$ cat config.mk
export PLATFORM = sky130hd
export DESIGN_NAME = newton_sqrt_times_ten_unit_flat
export DESIGN_NICKNAME = d
export VERILOG_FILES = /design/src/rtl/core/nstt_pkg.sv /design/src/rtl/core/nstt_in_if.sv /design/src/rtl/core/nstt_out_if.sv /design/src/rtl/core/newton_sqrt_times_ten_unit.sv /design/src/rtl/core/nstt_div.sv /design/src/rtl/core/nstt_datapath.sv /design/src/rtl/core/nstt_ctrl.sv /design/src/flat_wrapper.sv
export SDC_FILE = /design/constraint.sdc
export NUM_CORES = 1
export LEC_CHECK = 0
export BUFFER_PORTS_ARGS = -buffer_cell sky130_fd_sc_hd__buf_2
export CAP_MARGIN = 25
export CORE_MARGIN = 4
export CORE_UTILIZATION = 30
export CTS_CLUSTER_SIZE = 8
export DETAILED_ROUTE_END_ITERATION = 10
export MAX_ROUTING_LAYER = met4
export PLACE_DENSITY = 0.52
export SLEW_MARGIN = 15
export SYNTH_ARGS = -nofsm -noshare
export SYNTH_HDL_FRONTEND = slang
export SYNTH_SLANG_ARGS = --single-unit
$ cat constraint.sdc
create_clock -name clk_i -period 3.8 [get_ports clk_i]
set_input_delay 1.14 -clock clk_i [delete_from_list [all_inputs] [get_ports clk_i]]
set_output_delay 1.14 -clock clk_i [all_outputs]
set_load 0.03 [all_outputs]
$ cat src/rtl/core/nstt_pkg.sv
// ============================================================================
// Square root times ten package
// Widths, constants and shared types of the Newton square-root unit.
// ============================================================================
`default_nettype none

package nstt_pkg;

  localparam int unsigned InW      = 16;
  localparam int unsigned OutW     = 12;
  localparam int unsigned EstW     = 16;
  localparam int unsigned RadW     = 23;
  localparam int unsigned DivCntW  = $clog2(RadW);
  localparam int unsigned MaxSteps = 6;
  localparam int unsigned StepCntW = $clog2(MaxSteps);

  localparam logic [EstW-1:0] StartEst = 16'h00ff;
  localparam logic [6:0]      Scale    = 7'd100;

  typedef enum logic [2:0] {
    StIdle,
    StStart,
    StDivide,
    StUpdate,
    StFinish
  } nstt_state_e;

  typedef struct packed {
    logic load;
    logic div_start;
    logic update;
    logic out_load;
  } nstt_cmd_t;

  typedef struct packed {
    logic zero;
    logic div_done;
    logic converged;
    logic last_step;
  } nstt_status_t;

endpackage

`default_nettype wire

$ cat src/rtl/core/nstt_in_if.sv
// ============================================================================
// Input channel
// Valid/ready channel that carries the value whose root is wanted.
// ============================================================================
`default_nettype none

interface nstt_in_if
  import nstt_pkg::*;
();

  logic            valid;
  logic            ready;
  logic [InW-1:0]  value;

  modport source (output valid, output value, input ready);
  modport sink   (input valid, input value, output ready);

endinterface

`default_nettype wire

$ cat src/rtl/core/nstt_out_if.sv
// ============================================================================
// Output channel
// Valid/ready channel that carries the root times ten.
// ============================================================================
`default_nettype none

interface nstt_out_if
  import nstt_pkg::*;
();

  logic             valid;
  logic             ready;
  logic [OutW-1:0]  root_times_ten;

  modport source (output valid, output root_times_ten, input ready);
  modport sink   (input valid, input root_times_ten, output ready);

endinterface

`default_nettype wire

$ cat src/rtl/core/newton_sqrt_times_ten_unit.sv
// ============================================================================
// Newton square root times ten
// Returns the Newton estimate of the square root of a 16-bit value scaled by ten.
// ============================================================================
// Channel  Dir  Payload               Width
// in_i     in   value                 16
// out_o    out  root_times_ten        12
//
// A nonzero word runs up to MaxSteps Newton steps; each step uses the
// one-bit-per-cycle divider shared by all steps.
// A zero word skips the divider and goes from StStart straight to StFinish.
// The result sits in an output register, so a new word is taken while it waits.
// Reset is asynchronous and active low; it clears the controller and the
// divider's sequencing flags.
`default_nettype none

module newton_sqrt_times_ten_unit
  import nstt_pkg::*;
(
  input  wire logic     clk_i,
  input  wire logic     rst_ni,
  nstt_in_if.sink       in_i,
  nstt_out_if.source    out_o
);

  nstt_cmd_t    cmd;
  nstt_status_t status;
  logic         in_ready;
  logic         out_valid;
  logic [OutW-1:0] result;

  nstt_ctrl u_ctrl (
    .clk_i       (clk_i),
    .rst_ni      (rst_ni),
    .in_valid_i  (in_i.valid),
    .in_ready_o  (in_ready),
    .out_valid_o (out_valid),
    .out_ready_i (out_o.ready),
    .status_i    (status),
    .cmd_o       (cmd)
  );

  nstt_datapath u_datapath (
    .clk_i    (clk_i),
    .rst_ni   (rst_ni),
    .cmd_i    (cmd),
    .value_i  (in_i.value),
    .status_o (status),
    .result_o (result)
  );

  assign in_i.ready           = in_ready;
  assign out_o.valid          = out_valid;
  assign out_o.root_times_ten = result;

endmodule

`default_nettype wire

$ cat src/rtl/core/nstt_div.sv
// ============================================================================
// Restoring divider
// Divides the radicand by the estimate, one quotient bit per cycle.
// ============================================================================
`default_nettype none

module nstt_div
  import nstt_pkg::*;
(
  input  wire logic             clk_i,
  input  wire logic             rst_ni,
  input  wire logic             start_i,
  input  wire logic [RadW-1:0]  dividend_i,
  input  wire logic [EstW-1:0]  divisor_i,
  output logic                  done_o,
  output logic [RadW-1:0]       quot_o
);

  logic               busy_q;
  logic               done_q;
  logic [DivCntW-1:0] cnt_q;
  logic [EstW-1:0]    rem_q, rem_d;
  logic [RadW-1:0]    quo_q;
  logic [EstW-1:0]    dsr_q;
  logic [EstW:0]      shifted;
  logic               ge;

  always_comb begin
    shifted = {rem_q, quo_q[RadW-1]};
    ge      = shifted >= {1'b0, dsr_q};
    if (ge) begin
      rem_d = EstW'(shifted - {1'b0, dsr_q});
    end else begin
      rem_d = shifted[EstW-1:0];
    end
  end

  always_ff @(posedge clk_i or negedge rst_ni) begin
    if (!rst_ni) begin
      busy_q <= 1'b0;
      done_q <= 1'b0;
      cnt_q  <= '0;
    end else begin
      done_q <= 1'b0;
      if (start_i) begin
        busy_q <= 1'b1;
        cnt_q  <= '0;
      end else if (busy_q) begin
        cnt_q <= cnt_q + 1'b1;
        if (cnt_q == DivCntW'(RadW - 1)) begin
          busy_q <= 1'b0;
          done_q <= 1'b1;
        end
      end
    end
  end

  always_ff @(posedge clk_i) begin
    if (start_i) begin
      rem_q <= '0;
      quo_q <= dividend_i;
      dsr_q <= divisor_i;
    end else if (busy_q) begin
      rem_q <= rem_d;
      quo_q <= {quo_q[RadW-2:0], ge};
    end
  end

  assign done_o = done_q;
  assign quot_o = quo_q;

endmodule

`default_nettype wire

$ cat src/rtl/core/nstt_datapath.sv
// ============================================================================
// Square root datapath
// Holds the radicand and estimates, runs the divider, keeps the result word.
// ============================================================================
`default_nettype none

module nstt_datapath
  import nstt_pkg::*;
(
  input  wire logic          clk_i,
  input  wire logic          rst_ni,
  input  wire nstt_cmd_t     cmd_i,
  input  wire logic [InW-1:0] value_i,
  output nstt_status_t       status_o,
  output logic [OutW-1:0]    result_o
);

  logic [RadW-1:0]     rad_q;
  logic [EstW-1:0]     est_q;
  logic [EstW-1:0]     prev_q;
  logic [StepCntW-1:0] step_q;
  logic                zero_q;
  logic [OutW-1:0]     result_q;
  logic                div_done;
  logic [RadW-1:0]     div_quot;
  logic [EstW-1:0]     quot;
  logic [EstW:0]       sum;
  logic [EstW-1:0]     est_next;

  nstt_div u_div (
    .clk_i      (clk_i),
    .rst_ni     (rst_ni),
    .start_i    (cmd_i.div_start),
    .dividend_i (rad_q),
    .divisor_i  (est_q),
    .done_o     (div_done),
    .quot_o     (div_quot)
  );

  always_comb begin
    quot     = (est_q == '0) ? '0 : div_quot[EstW-1:0];
    sum      = {1'b0, est_q} + {1'b0, quot};
    est_next = sum[EstW:1];
  end

  always_ff @(posedge clk_i) begin
    if (cmd_i.load) begin
      rad_q  <= RadW'(value_i) * RadW'(Scale);
      zero_q <= (value_i == '0);
      est_q  <= (value_i == '0) ? '0 : StartEst;
      prev_q <= '0;
      step_q <= '0;
    end else if (cmd_i.update) begin
      est_q  <= est_next;
      prev_q <= est_next;
      step_q <= step_q + 1'b1;
    end
    if (cmd_i.out_load) begin
      result_q <= est_q[OutW-1:0];
    end
  end

  assign status_o.zero      = zero_q;
  assign status_o.div_done  = div_done;
  assign status_o.converged = (est_next == prev_q);
  assign status_o.last_step = (step_q == StepCntW'(MaxSteps - 1));
  assign result_o           = result_q;

endmodule

`default_nettype wire

$ cat src/rtl/core/nstt_ctrl.sv
// ============================================================================
// Square root controller
// Sequences load, division, Newton update and result hand-off.
// ============================================================================
`default_nettype none

module nstt_ctrl
  import nstt_pkg::*;
(
  input  wire logic         clk_i,
  input  wire logic         rst_ni,
  input  wire logic         in_valid_i,
  output logic              in_ready_o,
  output logic              out_valid_o,
  input  wire logic         out_ready_i,
  input  wire nstt_status_t status_i,
  output nstt_cmd_t         cmd_o
);

  nstt_state_e state_q, state_d;
  logic        out_valid_q, out_valid_d;
  logic        slot_free;

  assign slot_free = !out_valid_q || out_ready_i;

  always_comb begin
    state_d = state_q;
    case (state_q)
      StIdle: begin
        if (in_valid_i) begin
          state_d = StStart;
        end
      end
      StStart: begin
        state_d = status_i.zero ? StFinish : StDivide;
      end
      StDivide: begin
        if (status_i.div_done) begin
          state_d = StUpdate;
        end
      end
      StUpdate: begin
        if (status_i.converged || status_i.last_step) begin
          state_d = StFinish;
        end else begin
          state_d = StStart;
        end
      end
      StFinish: begin
        if (slot_free) begin
          state_d = StIdle;
        end
      end
      default: begin
        state_d = StIdle;
      end
    endcase
  end

  always_comb begin
    cmd_o       = '0;
    in_ready_o  = 1'b0;
    case (state_q)
      StIdle: begin
        in_ready_o = 1'b1;
        cmd_o.load = in_valid_i;
      end
      StStart: begin
        cmd_o.div_start = !status_i.zero;
      end
      StUpdate: begin
        cmd_o.update = 1'b1;
      end
      StFinish: begin
        cmd_o.out_load = slot_free;
      end
      default: begin
        cmd_o = '0;
      end
    endcase
    if (cmd_o.out_load) begin
      out_valid_d = 1'b1;
    end else if (out_ready_i) begin
      out_valid_d = 1'b0;
    end else begin
      out_valid_d = out_valid_q;
    end
  end

  always_ff @(posedge clk_i or negedge rst_ni) begin
    if (!rst_ni) begin
      state_q     <= StIdle;
      out_valid_q <= 1'b0;
    end else begin
      state_q     <= state_d;
      out_valid_q <= out_valid_d;
    end
  end

  assign out_valid_o = out_valid_q;

endmodule

`default_nettype wire

$ cat src/flat_wrapper.sv
// flat-port wrapper written by rule: the top's interface ports become plain ports
module newton_sqrt_times_ten_unit_flat import nstt_pkg::*;
  (clk_i, rst_ni, in_i_valid, in_i_value, in_i_ready, out_o_valid, out_o_root_times_ten, out_o_ready);
  nstt_in_if in_i_i ();
  nstt_out_if out_o_i ();
  input  wire logic clk_i;
  input  wire logic rst_ni;
  input wire logic [$bits(in_i_i.valid)-1:0] in_i_valid;
  input wire logic [$bits(in_i_i.value)-1:0] in_i_value;
  output wire logic [$bits(in_i_i.ready)-1:0] in_i_ready;
  output wire logic [$bits(out_o_i.valid)-1:0] out_o_valid;
  output wire logic [$bits(out_o_i.root_times_ten)-1:0] out_o_root_times_ten;
  input wire logic [$bits(out_o_i.ready)-1:0] out_o_ready;
  assign in_i_i.valid = in_i_valid;
  assign in_i_i.value = in_i_value;
  assign in_i_ready = in_i_i.ready;
  assign out_o_valid = out_o_i.valid;
  assign out_o_root_times_ten = out_o_i.root_times_ten;
  assign out_o_i.ready = out_o_ready;
  newton_sqrt_times_ten_unit u_core (.clk_i(clk_i), .rst_ni(rst_ni), .in_i(in_i_i), .out_o(out_o_i));
endmodule
# Yosys cells after proc, flatten, opt, wreduce, memory -nomap -nowiden
# Cells that the tools add are included.
# Widths: inputs -> output; s select.
classes:
  n_addsub: 4
  mul: 1
  n_div: 0
  magnitude_cmp: 1
  n_eq_ne: 10
  n_shift: 0
  muxes: 28
  bitwise_logic: 0
  n_reduce_logical: 11
op_table:
  columns: ["op", "n"]
  rows:
  - ["$mux 16", 4]
  - ["$mux 23", 2]
  - ["$logic_not 16->1", 2]
  - ["$mul 16x5->21 const B", 1]
  - ["$add 16x16->17", 1]
  - ["$ge 17x16->1", 1]
  - ["$eq 16x16->1", 1]
  - ["$sub 16x16->16", 1]
  - ["$mux 3", 5]
  - ["$pmux 3 s5", 1]
  - ["$mux 1", 13]
  - ["$mux 5", 2]
  - ["$mux 8", 1]
  - ["$eq 3x2->1 const B", 2]
  - ["$eq 3x3->1 const B", 2]
  - ["$ne 2x2->1 const B", 3]
  - ["$reduce_bool 2->1", 3]
  - ["$add 5x1->5 const B", 1]
  - ["$eq 5x5->1 const B", 1]
  - ["$add 3x1->3 const B", 1]
  - ["$eq 3x1->1 const B", 1]
  - ["$logic_not 3->1", 1]
  - ["$reduce_and 3->1", 1]
  - ["$logic_not 1->1", 2]
  - ["$logic_or 1x1->1", 2]
totals:
  regBits: 135
  latchBits: 0
  ram_bits: 0
  romBits: 0
  in_bits: 20
  output_inout_bits: 14
  wordCells: 70
  mem_count: 0

# Depth between registers and ports, before layout
# Gate-level depths: netlist (run 1).
depth:
  depth_word: 7
  depth_mapped: 16
  depth_no_buf: 16

# By module
# A second synthesis (run 1) with hierarchy kept.
unflattened:
  hier_cells: 942
  hier_area_um2: 9356.5
by_module_without_submodules:
  columns: ["mod", "instances", "cells_each", "area_each_um2", "seq_area_each_um2"]
  rows:
  - ["nstt_datapath", 1, 576, 5587.9, 1881.8]
  - ["nstt_div", 1, 337, 3519.6, 1666.6]
  - ["nstt_ctrl", 1, 29, 249.0, 100.1]

# Least setup slack after synthesis (run 1)
# No wires, ideal clock.
synth_timing:
  path_kind: "input -> register"
  startpoint: "in in_i_value[8]"
  endpoint: "reg u_core.u_datapath.rad_q[21], data pin"
  arrival_time_ps: 3952
  t_required_ps: 3620
  slack_ps: -332
  cell_stages: 14
  path_cell_list: "inv_1 ha_1 ha_1 inv_1 fa_1 inv_1 ha_1 and2_1 a31o_2 a31oi_1 a2111oi_0 o21a_1 o21a_1 o311ai_1"
synth_via:
  elab_chain_len: 1
synth_rtl:
  columns: ["item", "line", "text"]
  rows:
  - ["start, declared", "flat_wrapper.sv:9", "input wire logic [$bits(in_i_i.value)-1:0] in_i_value;"]
  - ["$mul 16x5->21", "nstt_datapath.sv:48", "rad_q <= RadW'(value_i) * RadW'(Scale);"]
  - ["end signal, assigned", "nstt_datapath.sv:48", null]
  - ["end, declared", "nstt_datapath.sv:18", "logic [RadW-1:0] rad_q;"]
# No other way between the ends.
# A chain may end at the register's enable or synchronous reset.

# Final worst setup path (run 1)
layout_timing:
  startpoint: "reg u_core.u_datapath.est_q[13]"
  endpoint: "reg u_core.u_ctrl.state_q[0]"
layout_via:
  elab_chain_len: 7
layout_rtl:
  columns: ["item", "line", "text"]
  rows:
  - ["start, declared", "nstt_datapath.sv:19", "logic [EstW-1:0] est_q;"]
  - ["start signal, assigned", "nstt_datapath.sv:50", "est_q <= (value_i == '0) ? '0 : StartEst;"]
  - ["start signal, assigned", "nstt_datapath.sv:54", "est_q <= est_next;"]
  - ["$logic_not 16->1", "nstt_datapath.sv:41", "quot = (est_q == '0) ? '0 : div_quot[EstW-1:0];"]
  - ["$mux 16", "nstt_datapath.sv:41", null]
  - ["$add 16x16->17 (*)", "nstt_datapath.sv:42", "sum = {1'b0, est_q} + {1'b0, quot};"]
  - ["$eq 16x16->1 (*)", "nstt_datapath.sv:65", "assign status_o.converged = (est_next == prev_q);"]
  - ["$logic_or 1x1->1 (*)", "nstt_ctrl.sv:43", "if (status_i.converged || status_i.last_step) begin"]
  - ["$mux 3 (*)", "nstt_ctrl.sv:43", null]
  - ["$pmux 3 s5 (*)", "nstt_ctrl.sv:28", "case (state_q)"]
  - ["end signal, assigned", "nstt_ctrl.sv:92", "state_q <= StIdle;"]
  - ["end signal, assigned", "nstt_ctrl.sv:95", "state_q <= state_d;"]
  - ["end, declared", "nstt_ctrl.sv:20", "nstt_state_e state_q, state_d;"]
# Every way passes the cells marked *; elsewhere a longest branch is shown, timed or not.

==> results of run 1 <==
tightest hold or removal path: cells and delay by family (launching register included):
kind | cells | cell delay [ns]
and+or+nand+nor | 1 | 0.05
AOI/OAI and AO/OA | 1 | 0.06
DFF | 1 | 0.32
flip-flops by register name (all words and copies together) (netlist names):
name / count
u_core.u_datapath.result_o: 12
u_core.u_datapath.u_div.done_o: 1
u_core.u_datapath.u_div.quot_o: 23
u_core.u_datapath.est_q: 16
u_core.u_datapath.u_div.busy_q: 1
u_core.u_datapath.step_q: 3
u_core.u_datapath.zero_q: 1
u_core.u_ctrl.out_valid_o: 1
u_core.u_datapath.u_div.cnt_q: 5
u_core.u_datapath.prev_q: 16
u_core.u_ctrl.state_q: 3
u_core.u_datapath.u_div.rem_q: 16
u_core.u_datapath.u_div.dsr_q: 16
u_core.u_datapath.rad_q: 21
final timing paths:
kind / start / end / slack, ns
max in group asynchronous: rst_ni / u_core.u_ctrl.state_q[0] / 3.02
worst max-delay path: u_core.u_datapath.est_q[13] / u_core.u_ctrl.state_q[0] / -0.05
worst min-delay path: u_core.u_datapath.prev_q[0] / u_core.u_datapath.prev_q[0] / 0.48
worst max register to register: u_core.u_datapath.est_q[13] / u_core.u_ctrl.state_q[0] / -0.05
worst min register to register: u_core.u_datapath.prev_q[0] / u_core.u_datapath.prev_q[0] / 0.48
min in group asynchronous: rst_ni / u_core.u_datapath.u_div.cnt_q[2] / 0.58
power by group:
group,total [mW],internal [mW],switching (mW)
clock network,1.60,0.914,0.688
logic,8.06,3.85,4.21
registers,2.81,2.46,0.350
total,12.5,7.22,5.25
timing repair:
action,CTS,global route
hold buffers,0,0
setup buffers,4,2
resized for setup,34,26
setup endpoints to repair,11,11
pin swaps,28,19
final cells by class:
type / instances / area (µm²) / area share (%)
Multi-Input combinational cell: 682 / 5460 / 46.2
Sequential cell: 135 / 3650 / 30.9
Timing Repair Buffer: 174 / 1250 / 10.6
Tap cell: 390 / 488 / 4.13
Clock buffer: 17 / 425 / 3.60
Inverter: 99 / 389 / 3.30
Clock inverter: 15 / 141 / 1.20
stage by stage:
stage | TNS (ns) | util [%]
finish | -0.0455 | 39.6
global route | -0.417 | 39.6
CTS | -0.0855 | 39.2
detailed placement | -2.85 | 36.5
global placement | -2.82 | 36.5
floorplan | -0.0869 | -
per-layer routing:
metal	part of all wire, %	vias up	GRT usage, %
met3	2.4	22	2.33
li1	-	3678	-
met2	48	81	22.1
met1	48	3390	17.8
met4	1.4	0	3.63
met5	0	-	-
cell usage in the layout (no fill, tap or decap), types with 5 or more instances in the layout:
| cell type | count |
|---|---|
| a21oi_1 | 53 |
| nand2_1 | 92 |
| inv_2 | 11 |
| and2_4 | 7 |
| nand4_1 | 14 |
| o21ai_2 | 7 |
| dfxtp_1 | 35 |
| buf_2 | 31 |
| o211ai_1 | 5 |
| inv_6 | 5 |
| ha_4 | 19 |
| nand3_1 | 15 |
| inv_1 | 85 |
| and2_1 | 16 |
| o21a_1 | 7 |
| edfxtp_1 | 89 |
| nor2_1 | 82 |
| nor2b_1 | 8 |
| a211oi_1 | 9 |
| a21o_1 | 12 |
| nand2b_1 | 9 |
| xor2_1 | 16 |
| nor3_1 | 22 |
| xnor2_1 | 30 |
| buf_6 | 7 |
| dfrtp_1 | 11 |
| fa_1 | 11 |
| a31oi_1 | 8 |
| mux2i_1 | 18 |
| o21ai_0 | 29 |
| clkbuf_16 | 17 |
| ha_1 | 75 |
| buf_4 | 136 |
cell families after synthesis:
| kind of cell | synth area share (%) |
|---|---|
| AOI/OAI and AO/OA | 14.7 |
| xor gates and xnor gates | 5.39 |
| adders and majority gates | 16.1 |
| buffers and inverters | 5.64 |
| DFF | 40.1 |
| muxes | 2.10 |
| and+or+nand+nor | 16.0 |
==> flow_summary.yaml, run 1 <==
run_status:
  outcome: "finished, violations left"
  violations: "setup timing"
worst_setup_path:
  r2r_cells: 16
  critPathKind: "register to register"
  critPathMaxStageDelay_ns: 0.41
  crit_slowest_cell: "edfxtp_1"
  required_ns: 4.11
  crit_top_cell: "buf_4"
  cp_num_buf_inv: 3
  cp-end-kind: "register"
  crit_family: "compound AO/OA/AOI/OAI gates"
  startpoint_type: "register"
  path_depth: 16
  path_cells: "nor4_1 > buf_4 > nand4_1 > buf_4 > and2_1 > ha_2 > buf_4 > o21ai_2 > o21ai_2 > nand3_2 > o32a_1 > o311ai_2 > nand4_1 > nor3b_2 > nand2_2 > a31o_1"
  cp.arrival_ns: 4.15
  critPathMaxFanout: 5
yosys:
  synthTopCellsByArea: "edfxtp_1 (29%), ha_1 (13%), dfxtp_1 (7.7%)"
  synth_most_common_cell: "inv_1"
  async_flop_share_pct: 8.15
  postSynthCellCount: 949
  synthFlopType: "edfxtp_1"
  postSynthAreaPerCell_um2: 9.59
  synth_common_cells: "inv_1 (99), ha_1 (96), nand2_1 (94)"
  synth_edf_count: 89
  yosys.area.top_type: "edfxtp_1"
  ys_seq_area_share_pct: 40.1
  ys_types: 79
  ys_ff_latch: 135
  ys_warn_count: 0
  synthesis.nets: 1078
  synth_top_area_share_pct: 29.4
  synthesis.area_um2: 9100
sta:
  setup_slack_ns: -0.0455
  rsz0062_at_grt: "yes"
  maxSlewHeadroom_pct: 42.2
  fin_crit_ns: 3.85
  setup_violations: 1
  fmax_mhz: 260
  hold_viol_final: 0
  final_max_slew_viol_count: 0
  hold-worst-slack_ns: 0.479
  fin_skew_ns: 0.0117
  fin_crit_sh_pct: 101
  max_slew.worst_pin.slew_ns: 0.866
clocking:
  clkSinkCount: 135
  cts-buffers-inserted: 17
  htreeDepth: 4
  clkSlewWorstSetupHoldPaths_ns: 0.06
  cts_buffer_depth: 2
  cts_tree: "done"
  cts-root-buf: "clkbuf_16"
  insertion_delay_ns: 0.42
drt:
  viasPerCell: 4.74
  postRouteAntennaNets: 0
  routedWlPerCell_um: 14.5
  drcViolationCount: 0
  vias: 7171
  drt_iter0_markers: 326
  firstDrtPassIters: 4
  wl_um: 21900
power:
  power.leakage_nw: 5.17
  ir_drop_v: 0.000449
  finalPower_mw: 12.5
  power_density_nw_per_um2: 1060
global_route:
  gr-total-overflow: 0
  grt_pass1_vias: 6998
  grt_max_degree: 48
  grt_pass1_wl_um: 35700
  grt_antenna_before_repair: 0
  track_usage_pct: 13.7
floorplanning:
  core_um2: 29800
  fp-row-count: 63
  start_util_pct: 30.5
  top_level_ports: 34
  die_w_um: 182
  die_area_um2: 33200
  die_h_um: 182
layout:
  n_antenna_cell: 0
  syn_to_final_growth_pct: 29.8
  layout-drive-gt1-share_pct: 26.8
  final_nets: 1238
  instances_no_fill: 1512
  final_area_um2: 11800
  fill_cells: 2938
flow_run:
  cap_violations: 0
placed_design:
  dpl.cell_count: 1475
  gp_congestion: 0.854
  pre_cts_slack_ns: -0.497
  dp_hpwl_um: 16700
  place.port_buffers: 33
  place_area_um2: 10900
worst_hold_path:
  min_path_cells: 2
  hp-class: "register to register"
Power figures use the tool's default switching activity.
==> run 2, diff against run 1 <==
--- a/config.mk
+++ b/config.mk
@@ -13,6 +13,7 @@
 export DETAILED_ROUTE_END_ITERATION = 10
 export MAX_ROUTING_LAYER = met4
 export PLACE_DENSITY = 0.52
+export SETUP_SLACK_MARGIN = 0.3
 export SLEW_MARGIN = 15
 export SYNTH_ARGS = -nofsm -noshare
 export SYNTH_HDL_FRONTEND = slang
==> run 2 against run 1 <==
Compared with the run above: the run still ends with setup timing left; clock power is 3% lower; non-clock buffer count is 2 lower; flip-flop and latch count stayed put; critical path depth stayed put; register-to-register slack hardly changed; power is 0.49% higher; sequential power hardly changed; sequential share of layout area is 0.35 points lower; critical endpoint unchanged; largest cell class unchanged; largest power group unchanged.
==> flow_summary.yaml, run 2 (synthesis gave the netlist of run 1 again) <==
run_status:
  outcome: "finished, violations left"
  violations: "setup timing"
placed_design:
  dpl.cell_count: 1472
  place.port_buffers: 33
  dp_hpwl_um: 16700
  gp_congestion: 0.838
sta:
  final_max_slew_viol_count: 0
  setup_violations: 1
  maxSlewHeadroom_pct: 41.8
  rsz0062_at_grt: "yes"
  max_slew.worst_pin.slew_ns: 0.870
  hold-worst-slack_ns: 0.469
  fin_skew_ns: 0.00962
  fin_crit_sh_pct: 101
  fmax_mhz: 261
  fin_crit_ns: 3.83
  hold_viol_final: 0
  setup_slack_ns: -0.0325
worst_setup_path:
  crit_top_cell: "buf_4"
  r2r_setup_slack_ns: -0.03
  critPathKind: "register to register"
  cp.arrival_ns: 4.14
  startpoint_type: "register"
  path_cells: "nor4_2 > buf_4 > nand4_1 > buf_4 > and2_4 > fa_2 > xor2_1 > a211oi_1 > o211ai_1 > a2111oi_4 > buf_4 > nand4_1 > a2111oi_4 > o2111a_1 > nand2_2 > a31o_1"
  required_ns: 4.11
  crit_slowest_cell: "fa_2"
  cp-end-kind: "register"
  crit_start: "u_core.u_datapath.est_q[15]"
  critPathMaxFanout: 4
  r2r_start: "u_core.u_datapath.est_q[15]"
  critPathMaxStageDelay_ns: 0.60
layout:
  n_antenna_cell: 0
  layout-drive-gt1-share_pct: 27.0
  syn_to_final_growth_pct: 31.3
  fill_cells: 2933
  multi_input_area_um2: 5540
  regArea_um2: 3650
  layout.cells.most_common: "buf_4"
  mostFrequentLayoutCells: "buf_4 (134), nand2_1 (93), edfxtp_1 (89)"
  instances_no_fill: 1510
  final_nets: 1236
  largest_reg_flops: 23
drt:
  postRouteAntennaNets: 0
  viasPerCell: 4.75
  drt_iter0_markers: 298
  routedWlPerCell_um: 14.7
  wl_um: 22100
  firstDrtPassIters: 4
  drcViolationCount: 0
  vias: 7172
clocking:
  cts-root-buf: "clkbuf_16"
  cts-buffers-inserted: 17
  clkSinkCount: 135
  cts_buffer_depth: 2
  htreeDepth: 4
  insertion_delay_ns: 0.42
  cts_tree: "done"
  clkSlewWorstSetupHoldPaths_ns: 0.06
floorplanning:
  die_h_um: 182
  fp-row-count: 63
  core_um2: 29800
  top_level_ports: 34
  die_w_um: 182
  die_area_um2: 33200
  start_util_pct: 30.5
global_route:
  grt_pass1_wl_um: 36600
  gr-total-overflow: 0
  grt_pass1_vias: 7267
  track_usage_pct: 14.0
  grt_max_degree: 48
  grt_antenna_before_repair: 0
worst_hold_path:
  worstHoldStart: "u_core.u_datapath.prev_q[0]"
  hp-class: "register to register"
power:
  power_density_nw_per_um2: 1050
  finalPower_mw: 12.5
  power.leakage_nw: 5.18
  ir_drop_v: 0.000513
flow_run:
  cap_violations: 0
run 2: changes by cell type in the layout (fill, tap and decap cells not counted), sizes merged:
cell	delta
inv	-5
clkbuf	+3
clkinvlp	+3
buf	-2
clkinv	-1
run 2: timing repair:
item,CTS,global route
pin swaps,36,10
gates resized for setup,67,15
endpoints found under the setup margin,19,23
setup buffers,5,0
hold endpoints to repair,0,0
hold buffers,0,0
run 2: per-stage QoR:
step | setup WS, ns | TNS (ns) | instance area (µm²) | util [%]
floorplan | -0.0688 | -0.0869 | 9330 | -
global placement | -0.409 | -2.28 | 10900 | 36.5
detailed placement | -0.455 | -2.56 | 10900 | 36.5
CTS | -0.0440 | -0.0440 | 11800 | 39.7
global route | -0.229 | -0.361 | 11900 | 40.1
finish | -0.0325 | -0.0325 | 11900 | 40.1
run 2: worst paths after layout:
kind	endpoint	cells past startpoint
worst max-delay path	u_core.u_ctrl.state_q[0]	16
worst min-delay path	u_core.u_datapath.prev_q[0]	2
worst max register to register	u_core.u_ctrl.state_q[0]	16
worst min register to register	u_core.u_datapath.prev_q[0]	2
max in group asynchronous	u_core.u_datapath.u_div.cnt_q[0]	1
min in group asynchronous	u_core.u_ctrl.out_valid_o	1
run 2: report_power, final:
part           internal [mW]  switching (mW)
logic                   3.86            4.33
registers               2.46           0.330
clock network          0.914           0.640
run 2: area by class of cell:
class	instances	area share [%]
clock buffer	20	3.74
clock inverter	12	0.880
inverter	99	3.30
multi-input combinational	682	46.4
sequential	135	30.6
tap	390	4.09
timing repair buffer	172	11.0
run 2: routing by layer:
metal | wire length (µm) | track usage [%] | vias up
met5 | 0 | - | -
met4 | 295 | 4.02 | 0
met3 | 640 | 2.45 | 17
met2 | 10600 | 22.3 | 92
met1 | 10600 | 18.3 | 3385
li1 | - | - | 3678
run 2: critical path: cells and delay by family, from the launching register on:
family | cells | cell delay (ns)
AOI/OAI and AO/OA | 6 | 1.38
xor gates and xnor gates | 1 | 0.09
and+or+nand+nor | 5 | 0.74
buffers and inverters | 3 | 0.49
DFF | 1 | 0.41
adders and majority gates | 1 | 0.60
==> run 3, diff against run 2 <==
--- a/config.mk
+++ b/config.mk
@@ -13,6 +13,7 @@
 export DETAILED_ROUTE_END_ITERATION = 10
 export MAX_ROUTING_LAYER = met4
 export PLACE_DENSITY = 0.52
+export RECOVER_POWER = 25
 export SETUP_SLACK_MARGIN = 0.3
 export SLEW_MARGIN = 15
 export SYNTH_ARGS = -nofsm -noshare
==> run 3 against run 2 <==
Compared with the run above: the flow still finishes with violations (setup timing); worst setup slack better by 0.0061 ns; final area down 0.45%; cell count unchanged; sequential power about the same; global-route usage unchanged; die area unchanged; critical endpoint unchanged; largest power group unchanged; highest routed layer unchanged.
==> flow_summary.yaml, run 3 (synthesis gave the netlist of run 1 again) <==
run_status:
  outcome: "finished, violations left"
  violations: "setup timing"
sta:
  fin_crit_ns: 3.83
  setup_violations: 1
  rsz0062_at_grt: "yes"
  setup_slack_ns: -0.0264
  maxSlewHeadroom_pct: 42.1
  fin_setup_tns_ns: -0.0264
  final_max_slew_viol_count: 0
  max_slew.worst_pin.slew_ns: 0.867
  fmax_mhz: 261
  hold_viol_final: 0
  fin_crit_sh_pct: 101
  fin_skew_ns: 0.00976
worst_setup_path:
  cp_num_buf_inv: 4
  startpoint_type: "register"
  crit_slowest_cell: "edfxtp_1"
  critPathKind: "register to register"
  cp.arrival_ns: 4.14
  required_ns: 4.11
  path_cells: "nor4_2 > buf_4 > nand4_1 > buf_4 > and2_4 > fa_2 > a211oi_2 > buf_4 > o21ai_2 > buf_6 > a31oi_4 > a21o_1 > o221ai_4 > a2111oi_4 > o2111a_1 > nand2_2 > a31o_1"
  critPathMaxStageDelay_ns: 0.41
  crit_family: "compound AO/OA/AOI/OAI gates"
  crit_top_cell: "buf_4"
  critPathMaxFanout: 5
  cp-end-kind: "register"
layout:
  instances_no_fill: 1510
  syn_to_final_growth_pct: 30.7
  final_area_um2: 11900
  largest_reg_flops: 23
  fill_cells: 2942
  mostFrequentLayoutCells: "buf_4 (120), nand2_1 (93), edfxtp_1 (89)"
  final_nets: 1236
  n_antenna_cell: 0
  layout-drive-gt1-share_pct: 25.6
  layout.cells.most_common: "buf_4"
power:
  power_density_nw_per_um2: 1050
  finalPower_mw: 12.5
  ir_drop_v: 0.000511
  power.leakage_nw: 5.13
global_route:
  grt_max_degree: 48
  track_usage_pct: 14.0
  gr-total-overflow: 0
  grt_antenna_before_repair: 0
  grt_pass1_vias: 7267
  grt_pass1_wl_um: 36600
floorplanning:
  die_h_um: 182
  die_w_um: 182
  fp-row-count: 63
  start_util_pct: 30.5
  top_level_ports: 34
  core_um2: 29800
  die_area_um2: 33200
clocking:
  cts_tree: "done"
  cts-buffers-inserted: 17
  cts-root-buf: "clkbuf_16"
  clkSinkCount: 135
  clkSlewWorstSetupHoldPaths_ns: 0.06
  insertion_delay_ns: 0.42
  htreeDepth: 4
  cts_buffer_depth: 2
placed_design:
  place.port_buffers: 33
  dpl.cell_count: 1472
  dp_hpwl_um: 16700
  gp_congestion: 0.838
  place_area_um2: 10900
drt:
  viasPerCell: 4.76
  drt_iter0_markers: 298
  vias: 7184
  firstDrtPassIters: 4
  postRouteAntennaNets: 0
  routedWlPerCell_um: 14.7
  wl_um: 22200
  drcViolationCount: 0
flow_run:
  cap_violations: 0
worst_hold_path:
  hp-class: "register to register"
-- run 3: cell count changes in the layout (fill, tap and decap cells not counted) --
| cell | previous run | this run |
|---|---|---|
| buf_4 | 134 | 120 |
| clkbuf_1 | 2 | 17 |
| buf_2 | 25 | 24 |
-- run 3: cell type report --
type | instances | area (µm²) | share of cell area [%]
multi-input cells | 682 | 5540 | 46.6
flip-flops and latches | 135 | 3650 | 30.7
repair buffers | 172 | 1260 | 10.6
well taps | 390 | 488 | 4.11
clock buffers | 20 | 447 | 3.76
inverters | 99 | 394 | 3.32
clock inverters | 12 | 105 | 0.884
-- run 3: metal layers --
metal	GRT usage (%)	part of all wire [%]	vias to the layer above
met5	-	0	-
met4	4.02	1.4	0
met3	2.45	2.7	19
met2	22.3	48	86
met1	18.3	48	3401
li1	-	-	3678
-- run 3: path summary, 6_finish.rpt --
check | from | endpoint | slack, ns | cells after the start
min in group asynchronous | rst_ni | u_core.u_ctrl.out_valid_o | 0.71 | 1
setup / recovery | u_core.u_datapath.est_q[15] | u_core.u_ctrl.state_q[0] | -0.03 | 17
max in group asynchronous | rst_ni | u_core.u_datapath.u_div.cnt_q[0] | 2.69 | 1
hold / removal | u_core.u_datapath.prev_q[0] | u_core.u_datapath.prev_q[0] | 0.47 | 2
hold reg to reg | u_core.u_datapath.prev_q[0] | u_core.u_datapath.prev_q[0] | 0.47 | 2
setup reg to reg | u_core.u_datapath.est_q[15] | u_core.u_ctrl.state_q[0] | -0.03 | 17
-- run 3: per-stage QoR --
stage               hold WS (ns)  util, %  setup slack (ns)
floorplan                  0.448        -           -0.0688
CTS                        0.475     39.7           -0.0440
global route               0.510     39.9            -0.229
finish                     0.469     39.9           -0.0264
detailed placement         0.465     36.5            -0.455
global placement           0.464     36.5            -0.409
-- run 3: worst min-delay path: stages (launching register included) --
cell and delay, ns:
dfxtp_1 0.32, nand2_1 0.05, a21oi_1 0.05
-- run 3: where the power goes --
part	internal, mW	leakage, nW	switching [mW]
registers	2.46	1.29	0.328
logic	3.80	3.58	4.33
clock network	0.914	0.260	0.639
total	7.17	5.13	5.30
-- run 3: timing repair --
| item | in CTS | in global routing |
|---|---|---|
| hold endpoints to repair | 0 | 0 |
| setup endpoints to repair | 19 | 23 |
| gates resized for setup | 67 | 15 |
| setup buffers | 5 | 0 |
| hold buffers | 0 | 0 |
| pin swaps | 36 | 10 |
